--- config.mk ---
export PLATFORM = sky130hd
export DESIGN_NAME = bounded_integer_set_top
export DESIGN_NICKNAME = d
export VERILOG_FILES = /design/src/rtl/core/bis_pkg.sv /design/src/rtl/core/bounded_integer_set_top.sv /design/src/rtl/core/bis_dp.sv /design/src/rtl/core/bis_ctrl.sv
export SDC_FILE = /design/constraint.sdc
export NUM_CORES = 1
export LEC_CHECK = 0
export BUFFER_PORTS_ARGS = -buffer_cell sky130_fd_sc_hd__buf_2
export CELL_PAD_IN_SITES_DETAIL_PLACEMENT = 1
export CELL_PAD_IN_SITES_GLOBAL_PLACEMENT = 1
export CORE_MARGIN = 4
export CORE_UTILIZATION = 53
export DETAILED_ROUTE_END_ITERATION = 8
export MAX_ROUTING_LAYER = met4
export PLACE_DENSITY_LB_ADDON = 0.1
export SLEW_MARGIN = 20
export SYNTH_ARGS = -nofsm -noshare
export SYNTH_HDL_FRONTEND = slang
export SYNTH_HIERARCHICAL = 1
export SYNTH_SLANG_ARGS = --single-unit
--- constraint.sdc ---
create_clock -name clk -period 7.3 [get_ports clk]
set_clock_uncertainty 0.1 [all_clocks]
set_input_delay 0.365 -clock clk [delete_from_list [all_inputs] [get_ports clk]]
set_output_delay 0.365 -clock clk [all_outputs]
set_load 0.01 [all_outputs]
--- src/rtl/core/bis_pkg.sv ---
`timescale 1ns / 1ps

package bis_pkg;

  localparam int VAL_W     = 32;
  localparam int CAP_W     = 5;
  localparam int STAT_W    = 3;
  localparam int COUNT_W   = 5;
  localparam int DEPTH_DEF = 16;
  localparam int CAP_RST   = 16;

  localparam int CFG_ADDR_W = 2;
  localparam int CFG_DATA_W = 32;
  localparam logic [CFG_ADDR_W-1:0] REG_CAPACITY = 2'd0;

  localparam logic [STAT_W-1:0] ST_INSERTED = 3'd0;
  localparam logic [STAT_W-1:0] ST_PRESENT  = 3'd1;
  localparam logic [STAT_W-1:0] ST_FULL     = 3'd2;
  localparam logic [STAT_W-1:0] ST_REMOVED  = 3'd3;
  localparam logic [STAT_W-1:0] ST_ABSENT   = 3'd4;

  localparam logic CMD_INSERT = 1'b0;
  localparam logic CMD_REMOVE = 1'b1;

  // controller -> datapath
  typedef struct packed {
    logic              capture;
    logic              do_ins;
    logic              do_rem;
    logic              load_out;
    logic [STAT_W-1:0] status;
  } dp_cmd_t;

  // datapath -> controller
  typedef struct packed {
    logic cmd;
    logic found;
    logic full;
  } dp_stat_t;

endpackage

--- src/rtl/core/bounded_integer_set_top.sv ---
`timescale 1ns / 1ps
// At accept the request is compared against the entries into the match register; when the
// update is applied, the entries, the result register and out_valid load together. Requests
// are taken one at a time: the next is taken once the update is applied, even while a result
// still waits; the update stalls only if the result is not taken. Entries compare in parallel.
// Reset (rst_n, synchronous): set empty, capacity 16; entries are not cleared.

module bounded_integer_set_top import bis_pkg::*; #(
  parameter int DEPTH = DEPTH_DEF
) (
  input  logic                     clk,
  input  logic                     rst_n,
  input  logic                     in_valid,
  output logic                     in_ready,
  input  logic                     in_cmd,
  input  logic signed [VAL_W-1:0]  in_value,
  output logic                     out_valid,
  input  logic                     out_ready,
  output logic [STAT_W-1:0]        out_status,
  output logic [COUNT_W-1:0]       out_count,
  input  logic                     psel,
  input  logic                     penable,
  input  logic                     pwrite,
  input  logic [CFG_ADDR_W-1:0]    paddr,
  input  logic [CFG_DATA_W-1:0]    pwdata,
  output logic [CFG_DATA_W-1:0]    prdata,
  output logic                     pready
);

  logic [CAP_W-1:0] capacity_r;
  dp_cmd_t          cmd;
  dp_stat_t         stat;

  assign pready = 1'b1;

  always_ff @(posedge clk) begin
    if (!rst_n) begin
      capacity_r <= CAP_W'(CAP_RST);
    end else if (psel && penable && pwrite && pready && (paddr == REG_CAPACITY)) begin
      capacity_r <= pwdata[CAP_W-1:0];
    end
  end

  assign prdata = (paddr == REG_CAPACITY) ? CFG_DATA_W'(capacity_r) : '0;

  bis_ctrl u_ctrl (
    .clk       (clk),
    .rst_n     (rst_n),
    .in_valid  (in_valid),
    .in_ready  (in_ready),
    .out_valid (out_valid),
    .out_ready (out_ready),
    .stat      (stat),
    .cmd       (cmd)
  );

  bis_dp #(
    .DEPTH (DEPTH)
  ) u_dp (
    .clk        (clk),
    .rst_n      (rst_n),
    .in_cmd     (in_cmd),
    .in_value   (in_value),
    .capacity   (capacity_r),
    .cmd        (cmd),
    .stat       (stat),
    .out_status (out_status),
    .out_count  (out_count)
  );

  a_one_at_a_time: assert property (@(posedge clk) disable iff (!rst_n)
    (in_valid && in_ready) |=> !in_ready)
    else $error("request accepted while previous one in flight");

  a_status_legal: assert property (@(posedge clk) disable iff (!rst_n)
    out_valid |-> (out_status <= ST_ABSENT))
    else $error("illegal status code");

  a_no_double_op: assert property (@(posedge clk) disable iff (!rst_n)
    !(cmd.do_ins && cmd.do_rem))
    else $error("insert and remove in one cycle");

  a_result_follows_update: assert property (@(posedge clk) disable iff (!rst_n)
    cmd.load_out |=> out_valid)
    else $error("update without result");

endmodule

--- src/rtl/core/bis_dp.sv ---
`timescale 1ns / 1ps

module bis_dp import bis_pkg::*; #(
  parameter int DEPTH = DEPTH_DEF
) (
  input  logic                     clk,
  input  logic                     rst_n,
  input  logic                     in_cmd,
  input  logic signed [VAL_W-1:0]  in_value,
  input  logic [CAP_W-1:0]         capacity,
  input  dp_cmd_t                  cmd,
  output dp_stat_t                 stat,
  output logic [STAT_W-1:0]        out_status,
  output logic [COUNT_W-1:0]       out_count
);

  localparam int CNT_W = $clog2(DEPTH + 1);
  localparam int IDX_W = (DEPTH > 1) ? $clog2(DEPTH) : 1;
  localparam int LIM_W = (CNT_W > CAP_W) ? CNT_W : CAP_W;

  logic signed [VAL_W-1:0] ent_r [DEPTH];
  logic [DEPTH-1:0]        match_r;
  logic                    cmd_r;
  logic signed [VAL_W-1:0] value_r;
  logic [CNT_W-1:0]        fill_r, fill_nxt;
  logic [STAT_W-1:0]       status_r;
  logic [COUNT_W-1:0]      count_r;
  logic [IDX_W-1:0]        slot;
  logic                    full;

  // set elements are distinct, so at most one match bit is high
  always_comb begin
    slot = '0;
    for (int i = 0; i < DEPTH; i++) begin
      if (match_r[i]) begin
        slot = slot | IDX_W'(i);
      end
    end
  end

  assign full = (LIM_W'(fill_r) >= LIM_W'(DEPTH)) || (LIM_W'(fill_r) >= LIM_W'(capacity));

  always_comb begin
    fill_nxt = fill_r;
    if (cmd.do_ins) begin
      fill_nxt = fill_r + CNT_W'(1);
    end else if (cmd.do_rem) begin
      fill_nxt = fill_r - CNT_W'(1);
    end
  end

  always_ff @(posedge clk) begin
    if (!rst_n) begin
      fill_r <= '0;
    end else begin
      fill_r <= fill_nxt;
    end
  end

  // compare the incoming request against every live entry
  always_ff @(posedge clk) begin
    if (cmd.capture) begin
      cmd_r   <= in_cmd;
      value_r <= in_value;
      for (int i = 0; i < DEPTH; i++) begin
        match_r[i] <= (ent_r[i] == in_value) && (CNT_W'(i) < fill_r);
      end
    end
  end

  // append at the tail, or close the gap above the removed slot
  always_ff @(posedge clk) begin
    for (int i = 0; i < DEPTH; i++) begin
      if (cmd.do_ins && (fill_r == CNT_W'(i))) begin
        ent_r[i] <= value_r;
      end else if (cmd.do_rem && (i + 1 < DEPTH) && (IDX_W'(i) >= slot)) begin
        ent_r[i] <= ent_r[(i + 1 < DEPTH) ? i + 1 : i];
      end
    end
  end

  always_ff @(posedge clk) begin
    if (cmd.load_out) begin
      status_r <= cmd.status;
      count_r  <= COUNT_W'(fill_nxt);
    end
  end

  assign stat.cmd   = cmd_r;
  assign stat.found = |match_r;
  assign stat.full  = full;

  assign out_status = status_r;
  assign out_count  = count_r;

endmodule

--- src/rtl/core/bis_ctrl.sv ---
`timescale 1ns / 1ps

module bis_ctrl import bis_pkg::*; (
  input  logic     clk,
  input  logic     rst_n,
  input  logic     in_valid,
  output logic     in_ready,
  output logic     out_valid,
  input  logic     out_ready,
  input  dp_stat_t stat,
  output dp_cmd_t  cmd
);

  localparam logic S_IDLE = 1'b0;
  localparam logic S_UPD  = 1'b1;

  logic state_r, state_nxt;
  logic out_valid_r, out_valid_nxt;
  logic apply;

  assign in_ready = (state_r == S_IDLE);
  // hold the update until the result register is free
  assign apply = (state_r == S_UPD) && (!out_valid_r || out_ready);

  always_comb begin
    cmd          = '0;
    cmd.capture  = in_valid && in_ready;
    cmd.load_out = apply;
    if (stat.cmd == CMD_INSERT) begin
      if (stat.found) begin
        cmd.status = ST_PRESENT;
      end else if (stat.full) begin
        cmd.status = ST_FULL;
      end else begin
        cmd.status = ST_INSERTED;
        cmd.do_ins = apply;
      end
    end else begin
      if (stat.found) begin
        cmd.status = ST_REMOVED;
        cmd.do_rem = apply;
      end else begin
        cmd.status = ST_ABSENT;
      end
    end
  end

  always_comb begin
    state_nxt = state_r;
    case (state_r)
      S_IDLE: begin
        if (in_valid) begin
          state_nxt = S_UPD;
        end
      end
      S_UPD: begin
        if (apply) begin
          state_nxt = S_IDLE;
        end
      end
      default: state_nxt = S_IDLE;
    endcase
  end

  always_comb begin
    out_valid_nxt = out_valid_r;
    if (apply) begin
      out_valid_nxt = 1'b1;
    end else if (out_ready) begin
      out_valid_nxt = 1'b0;
    end
  end

  always_ff @(posedge clk) begin
    if (!rst_n) begin
      state_r     <= S_IDLE;
      out_valid_r <= 1'b0;
    end else begin
      state_r     <= state_nxt;
      out_valid_r <= out_valid_nxt;
    end
  end

  assign out_valid = out_valid_r;

endmodule
; ---- Yosys cells after proc, flatten, opt, wreduce, memory -nomap -nowiden
; Memories as Yosys holds them, arrays and structs flattened.
; Cells that the tools add are included.
[word_totals]
output_inout_bits = 43
input_bits = 74
wordCells = 279
ram_bits = 512
register_bits = 69
memories = 1
[op_classes]
bitwise_logic = 16
n_eq_ne = 31
reduce_logical = 60
n_lt_le_gt_ge = 33
muxes = 127
addsub = 2
[memory_table]
columns = memory, words, word_bits, read_ports, rd_ports_with_merged_regs, write_ports, line_no
row1 = u_dp.ent_r, 16, 32, 16, 0, 15, bis_dp.sv:21  ; logic signed [VAL_W-1:0] ent_r [DEPTH];
[op_table]
columns = op, count
row1 = $eq 32x32->1, 16
row2 = $mux 32, 16
row3 = $mux 1, 88
row4 = $logic_and 1x1->1, 52
row5 = $eq 5x4->1 const B, 8
row6 = $lt 4x5->1 const A, 8
row7 = $mux 4, 9
row8 = $reduce_or 32->1, 1
row9 = $ge 4x4->1 const A, 7
row10 = $mux 3, 7
row11 = $eq 5x3->1 const B, 4
row12 = $lt 3x5->1 const A, 4
row13 = $ge 3x4->1 const A, 4
row14 = $reduce_or 16->1, 1
row15 = $mux 5, 3
row16 = $or 1x1->1, 15
row17 = $eq 5x2->1 const B, 2
row18 = $lt 1x5->1 const A, 2
row19 = $lt 2x5->1 const A, 2
row20 = $ge 1x4->1 const A, 2
row21 = $ge 2x4->1 const A, 2
row22 = $mux 2, 3
row23 = $add 5x1->5 const B, 1
row24 = $eq 5x1->1 const B, 1
row25 = 10 further kinds, 11

; ---- Depth between registers and ports, before layout
; Gate-level depths: netlist of run 1.
[logic_depth]
ltp_word = 22
depth_mapped = 17
ltp_nobuf = 13

; ---- Cells and area by module
; The synthesis of run 1 kept the hierarchy.
[modules_own_cells]
columns = module, cells_per_inst, seq_area_each_um2, instances, area_each_um2
row1 = bis_dp, 2054, 17186.5, 1, 29965.0
row2 = bounded_integer_set_top, 58, 100.1, 1, 483.0
row3 = bis_ctrl, 17, 40.0, 1, 143.9

; ---- Worst setup path before layout of run 1
; OpenSTA, ideal clock, no wires.
[synth_timing]
path_kind = flip-flop to flip-flop
startpoint = register u_dp.fill_r[0]
endpoint = memory u_dp.ent_r[6][0], in the netlist u_dp/ent_r[0][192] (enable)
setup_time_ps = 466
path_slack_ps = 1924
required_ps = 6734
period_less_slack_ps = 5376
path_stages_with_launch = 15
n_path_buf = 3
arrival_ps = 4811
cell_sequence = dfxtp_1 > clkbuf_1 > inv_1 > ha_1 > nand2b_1 > a21oi_1 > nor2b_1 > o21ai_0 > a21oi_1 > buf_4 > nor4b_2 > nor2b_1 > clkbuf_1 > nand2_1 > o21ai_0
[synth_lines]
columns = item, line_no
row1 = start: declaration, bis_dp.sv:25  ; logic [CNT_W-1:0] fill_r, fill_nxt;
row2 = start signal: assignment, bis_dp.sv:56  ; fill_r <= fill_nxt;
row3 = end: declaration, bis_dp.sv:21

==> run_results.csv, run 1 <==
group,metric,value,unit
synthesis,yosysUniqueCellTypes,64,
min_path,hp-start,"out_ready",
route,viasPerCell,6.36,
synthesis,synth_common_cells,"edfxtp_1 (569), mux2_2 (440), xor2_1 (329)",
floorplan,core,0.0567,mm^2
clock_network,cts_buffers,66,
floorplan,ios,117,
clock_network,clk_root_buffer_cell,"clkbuf_16",
worst_setup_path,critPathTopFamily,"simple AND/OR/NAND/NOR gates",
worst_setup_path,cp.arrival,5.15,ns
synthesis,postSynth.asyncResetShare,0,%
floorplan,die_h,248,um
floorplan,num_rows,87,
worst_setup_path,end_kind,"register",
sta,max_freq,203,MHz
min_path,hold_path_class,"input port to register",
layout,seqCellArea,0.0173,mm^2
worst_setup_path,r2r.worst_path.cells,11,
clock_network,htreeDepth,3,
global_route,antenna_found_initial,7,
clock_network,clk_pin_slew_worst_paths,0.06,ns
layout,drive_gt1_share,31.9,%
route,drc,0,
worst_setup_path,cp_num_buf_inv,2,
global_route,grt.overflow.total,0,
clock_network,cts.repair.resized,0,
global_route,grt_first_pass_wirelength,143,mm
worst_setup_path,worst-path-stages,11,
synthesis,ys_seq_elements,581,
route,dr_total_vias,18900,
route,drt-met1-wl,39.8,mm
sta,finalHoldViolations,0,
clock_network,clk_latency,0.60,ns
sta,finalSetupViolCount,0,
synthesis,ys.flop_type,"edfxtp_1",
worst_setup_path,crit_type,"register to register",
power_and_ir_drop,ir_drop,0.189,mV
power_and_ir_drop,power_density,220,mW/mm^2
placed_design,gp_congestion,0.912,
sta,fin_crit,4.92,ns
outcome,status,"finished, final reports clean",
floorplan,fp.dieW,248,um
power_and_ir_drop,internal_power,5.70,mW
sta,final.setup.tns,0,ns
power_and_ir_drop,combPwrFrac,7.5,%
sta,worst_slack,2.38,ns
worst_setup_path,worstPathCellList,"nor4_2, and2_4, nand4_1, nor2_1, nor4b_2, buf_4, nor2b_1, nand2_1, o221ai_4, buf_16, mux2_2",
synthesis,ys_seq_area_share,56.6,%
worst_setup_path,critPathMaxStageDelay,0.68,ns
sta,post-route-period-util,67.4,%
clock_network,cts_tree,"yes",
power_and_ir_drop,leakagePower,11.2,nW
route,drtAntennaViolNets,0,
power_and_ir_drop,p_sw,1.76,mW
placed_design,pre_cts_slack,2.11,ns
power_and_ir_drop,finalPower,7.46,mW
power_and_ir_drop,power.share.sequential,50.8,%
floorplan,die-area,0.0616,mm^2
synthesis,synth.area.top_cells,"edfxtp_1 (56%), mux2_2 (16%), xor2_1 (9.4%)",
synthesis,yosysTopAreaCellShare,55.9,%
power_and_ir_drop,power_frac_clock,41.6,%
layout,syn2layout_area_growth,10.8,%
min_path,min_path_cells,3,
route,wirelength,102,mm
worst_setup_path,r2r_start,"u_dp/match_r[7]",
synthesis,synth_edf_count,569,
synthesis,synth.avg_cell_area,14.4,um^2
synthesis,synth_top_area_cell,"edfxtp_1",
layout,layout.nets,2243,
clock_network,clock-sinks,581,
worst_setup_path,crit_fanout,23,
route,wl_per_cell,34.3,um
route,wl_met2,50.9,mm
clock_network,post_cts_buffers,0,
placed_design,dpl.hpwl,65.7,mm
sta,relSlewSlack,13.1,%
sta,max_slew.worst_pin.slew,1.30,ns
route,first_pass_iters,5,
synthesis,syn_area,0.0306,mm^2
worst_setup_path,r2r_setup_slack,2.38,ns
route,topRoutingLayerUsed,"met4",
run,cap_viol_max_count,0,
sta,grt_setup_unrepaired,"false",
synthesis,yosys.cell_count.top_type,"edfxtp_1",
worst_setup_path,cp_slowest_cell,"nor2b_1",
worst_setup_path,required,7.53,ns
synthesis,ys_warn_count,6,
placed_design,port_buffers,61,
route,wl_met3,6.69,mm
layout,multi_input_area,0.0126,mm^2
global_route,grt_pass1_vias,19600,
global_route,grt_max_degree,51,
synthesis,netlist_instances,2129,
power_and_ir_drop,swShare,23.6,%
layout,fillers,5266,
global_route,grt_usage,33.7,%
clock_network,clk_path_buf_depth,3,
floorplan,start_util,53.9,%
sta,final-max-slew-violation-count,0,
route,drtIter0Drc,1909,
worst_setup_path,worstSetupStartpointType,"register",
worst_setup_path,crit_start,"u_dp/match_r[7]",
## logic make-up (layout without fill, tap and decap cells)
family	count (synthesis)	after routing	share of synthesized area, %
AOI/OAI and AO/OA	51	51	1.19
xor gates and xnor gates	516	516	14.8
adders and majority gates	10	10	0.409
buffers and inverters	194	244	3.11
DFF	581	581	56.6
muxes	485	485	18.2
other	2	30	0.0245
and+or+nand+nor	290	290	5.65
## metrics by stage
stage / utilization [%] / instance area, um^2 / cells / hold WS [ns]
6_report: 59.8 / 33900 / 2963 / 0.0290
2_1_floorplan: - / 30700 / 2155 / 0.346
5_1_grt: 59.8 / 33900 / 2963 / 0.0155
4_1_cts: 59.3 / 33700 / 2952 / 0.00326
3_5_place_dp: 55.8 / 31600 / 2832 / 0.378
3_3_place_gp: 55.7 / 31600 / 2829 / 0.365
## per-layer routing
metal,GRT usage [%],vias to the layer above
li1,-,7880
met3,4.24,245
met2,56.4,857
met4,12.7,0
met1,42.3,9875
met5,-,-
## worst min-delay path, cell delays in order
cell	delay (ns)
buf_2	0.08
nor2b_2	0.06
o21a_1	0.16
## power groups by stage
stage	registers [mW]	clock network, mW	logic [mW]
global route	3.79	3.30	0.588
floorplan	3.78	0	0.379
global placement	3.86	0	0.521
detailed placement	3.86	0	0.541
CTS	3.79	3.16	0.549
finish	3.79	3.10	0.562
## final timing paths
path	endpoint
hold / removal	u_ctrl/out_valid
hold reg to reg	capacity_r[3]
setup reg to reg	u_dp/ent_r[0][222]
setup / recovery	u_dp/ent_r[0][222]
## registers in the layout, summed over array words and instances, names as in the netlist
name / flops
u_dp/out_count: 5
u_dp/out_status: 3
u_dp/cmd_r: 1
u_dp/ent_r: 512
capacity_r: 5
u_ctrl/out_valid: 1
u_dp/fill_r: 5
u_dp/match_r: 16
u_dp/value_r: 32
u_ctrl/state_r: 1
## placed cells by master (no fill, tap or decap), drive strengths merged, types with 28 or more instances in the layout
master,instances
conb,28
nand2,32
mux2,480
nor4,95
edfxtp,569
clkbuf,91
nand4,59
buf,116
xor2,329
xnor2,187
## final cells by class
type | instances | share of cell area [%]
tap | 756 | 2.79
timing repair buffer | 122 | 2.97
multi-input combinational | 1380 | 37.3
inverter | 8 | 0.0886
clock buffer | 91 | 5.27
clock inverter | 23 | 0.473
antenna | 2 | 0.0148
sequential | 581 | 51.1
## repair_timing
action	CTS	global route
setup endpoints to repair	0	0
hold buffers	6	0
hold endpoints to repair	6	0
No activity file was read; power rests on OpenSTA's default activity.
==> inputs of run 2 (changes only) <==
==> constraint.sdc (replaced) <==
create_clock -name clk -period 5.1 [get_ports clk]
set_clock_uncertainty 0.1 [all_clocks]
set_input_delay 0.255 -clock clk [delete_from_list [all_inputs] [get_ports clk]]
set_output_delay 0.255 -clock clk [all_outputs]
set_load 0.01 [all_outputs]
==> run 2 against run 1 <==
Compared with the run above:
- register-to-register slack lost 1.8 ns
- critical path depth grew 2
- worst hold slack gained 0.011 ns
- sequential share of layout area shrank 0.31 points
- sequential cell count is the same
- final cell count grew 0.91%
- core utilization grew 0.37 points
- clock power grew 48%
- die area is the same
- largest cell class unchanged
==> run_results.csv, run 2 (same netlist as run 1, synthesis figures left out) <==
group,metric,value,unit
route,wirelength,104,mm
global_route,met1_usage,43.4,%
power_and_ir_drop,power.share.sequential,50.0,%
worst_setup_path,crit_fanout,32,
layout,largest_reg_flops,512,
power_and_ir_drop,p_sw,2.54,mW
global_route,grt_use_met3,5.22,%
worst_setup_path,required,5.35,ns
layout,fillers,5243,
min_path,hp-start,"in_value[5]",
power_and_ir_drop,ir_drop,0.349,mV
worst_setup_path,worstSetupStartpointType,"register",
placed_design,dpl.hpwl,68.2,mm
placed_design,port_buffers,61,
sta,max_freq,219,MHz
layout,utilization,60.1,%
worst_setup_path,end_kind,"register",
worst_setup_path,r2r_start,"u_dp/fill_r[0]",
floorplan,die-area,0.0616,mm^2
global_route,grt_max_degree,51,
route,dr_total_vias,19200,
sta,finalHoldViolations,0,
power_and_ir_drop,internal_power,8.31,mW
clock_network,clk_path_buf_depth,3,
sta,fin_crit,4.56,ns
clock_network,htreeDepth,3,
route,viasPerCell,6.41,
route,wl_per_cell,34.9,um
worst_setup_path,r2r-end,"u_dp/ent_r[0][212]",
layout,top_register,"u_dp/ent_r",
sta,max_slew.worst_pin.slew,1.25,ns
clock_network,post_cts_buffers,0,
floorplan,die_h,248,um
placed_design,pre_cts_slack,0.626,ns
min_path,hold_path_class,"input port to register",
clock_network,cts_tree,"yes",
worst_setup_path,r2r.worst_path.cells,13,
sta,finalSetupViolCount,0,
layout,layout_common_cells,"edfxtp_1 (569), mux2_2 (440), xor2_1 (329)",
floorplan,core,0.0567,mm^2
route,first_pass_iters,5,
global_route,grt_pass1_vias,19900,
clock_network,clk_pin_slew_worst_paths,0.06,ns
run,cap_viol_max_count,0,
clock_network,clock-sinks,581,
sta,final-max-slew-violation-count,0,
global_route,gr-usage-met2,57.1,%
layout,final_area,0.0341,mm^2
power_and_ir_drop,power_density,318,mW/mm^2
floorplan,fp.dieW,248,um
sta,final.setup.tns,0,ns
clock_network,clk_latency,0.61,ns
clock_network,cts.repair.resized,0,
power_and_ir_drop,swShare,23.4,%
clock_network,clk_root_buffer_cell,"clkbuf_16",
global_route,grt.overflow.total,0,
clock_network,cts_buffers,66,
worst_setup_path,cp.arrival,4.80,ns
route,drtIter0Drc,2213,
clock_network,postCtsHoldBufs,18,
route,drc,0,
global_route,antenna_found_initial,6,
sta,worst_slack,0.542,ns
outcome,status,"finished, final reports clean",
layout,layout.nets,2266,
layout,reg_top3,"u_dp/ent_r (512), u_dp/value_r (32), u_dp/match_r (16)",
global_route,grt_usage,34.8,%
floorplan,num_rows,87,
power_and_ir_drop,power_frac_clock,42.4,%
layout,syn2layout_area_growth,11.5,%
global_route,grt_first_pass_wirelength,147,mm
floorplan,ios,117,
worst_setup_path,crit_type,"register to register",
sta,grt_setup_unrepaired,"false",
placed_design,placed_area,0.0317,mm^2
layout,final_common_cell,"edfxtp_1",
min_path,min_path_cells,1,
sta,relSlewSlack,16.7,%
sta,post-route-period-util,89.4,%
worst_setup_path,r2r_setup_slack,0.54,ns
placed_design,gp_congestion,0.935,
route,drtAntennaViolNets,0,
power_and_ir_drop,leakagePower,11.4,nW
global_route,grt-busiest-layer,"met2",
layout,drive_gt1_share,32.3,%
power_and_ir_drop,finalPower,10.8,mW
power_and_ir_drop,combPwrFrac,7.6,%
floorplan,start_util,53.9,%
min_path,holdPathEnd,"u_dp/value_r[5]",
[run 2: cell count changes in the layout (fill, tap and decap cells not counted), sizes merged]
cell / change
inv: -2
clkinv: -3
dlygate4sd3: +12
buf: +11
diode: +1
clkbuf: +7
clkinvlp: +1
[run 2: layout make-up]
cell class | instances | area, um^2 | share of cell area, %
Multi-Input combinational cell | 1380 | 12600 | 37.0
Tap cell | 756 | 946 | 2.77
Inverter | 8 | 30.0 | 0.0881
Clock buffer | 98 | 1910 | 5.60
Antenna cell | 3 | 7.51 | 0.0220
Timing Repair Buffer | 145 | 1110 | 3.25
Sequential cell | 581 | 17300 | 50.8
Clock inverter | 19 | 141 | 0.415
[run 2: critical path, stage by stage, from the launching register on]
cell      delay (ns)
dfxtp_1         0.54
inv_1           0.21
ha_1            0.31
nand2b_1        0.15
a21oi_1         0.15
nor2b_1         0.06
o21ai_0         0.15
a21oi_1         0.14
nor4b_2         0.49
nor2b_1         0.45
nand2_1         0.42
o221ai_4        0.26
buf_4           0.43
mux2_2          0.40
[run 2: worst max path at each step]
| stage | start | end | slack [ns] | cells past startpoint |
|---|---|---|---|---|
| final | u_dp/fill_r[0] | u_dp/ent_r[0][212] | 0.54 | 13 |
| after global routing | u_dp/fill_r[0] | u_dp/ent_r[0][212] | 0.23 | 13 |
| after CTS | u_dp/match_r[6] | u_dp/ent_r[0][212] | 0.58 | 10 |
| after detailed placement | u_dp/match_r[6] | u_dp/ent_r[0][217] | 0.63 | 10 |
| after global placement | u_dp/fill_r[0] | u_dp/ent_r[0][220] | 0.74 | 13 |
| after floorplan | u_dp/fill_r[0] | u_dp/ent_r[1][224] | 0.003 | 13 |
[run 2: routing by layer]
layer / wire length [um] / vias up
li1: - / 7904
met2: 51200 / 963
met5: 0 / -
met4: 5690 / 0
met1: 40600 / 9999
met3: 6840 / 309
[run 2: per-stage QoR]
| step | instances | hold slack (ns) |
|---|---|---|
| 2_1_floorplan | 2155 | 0.254 |
| 3_3_place_gp | 2845 | 0.335 |
| 3_5_place_dp | 2846 | 0.335 |
| 4_1_cts | 2981 | 0.0115 |
| 5_1_grt | 2988 | 0.0108 |
| 6_report | 2990 | 0.0395 |
[run 2: power by group through the flow]
stage	combinational, mW	sequential, mW	clock [mW]
floorplan	0.542	5.41	0
CTS	0.804	5.42	4.65
detailed placement	0.784	5.52	0
finish	0.826	5.42	4.60
global placement	0.763	5.52	0
global route	0.862	5.41	4.87
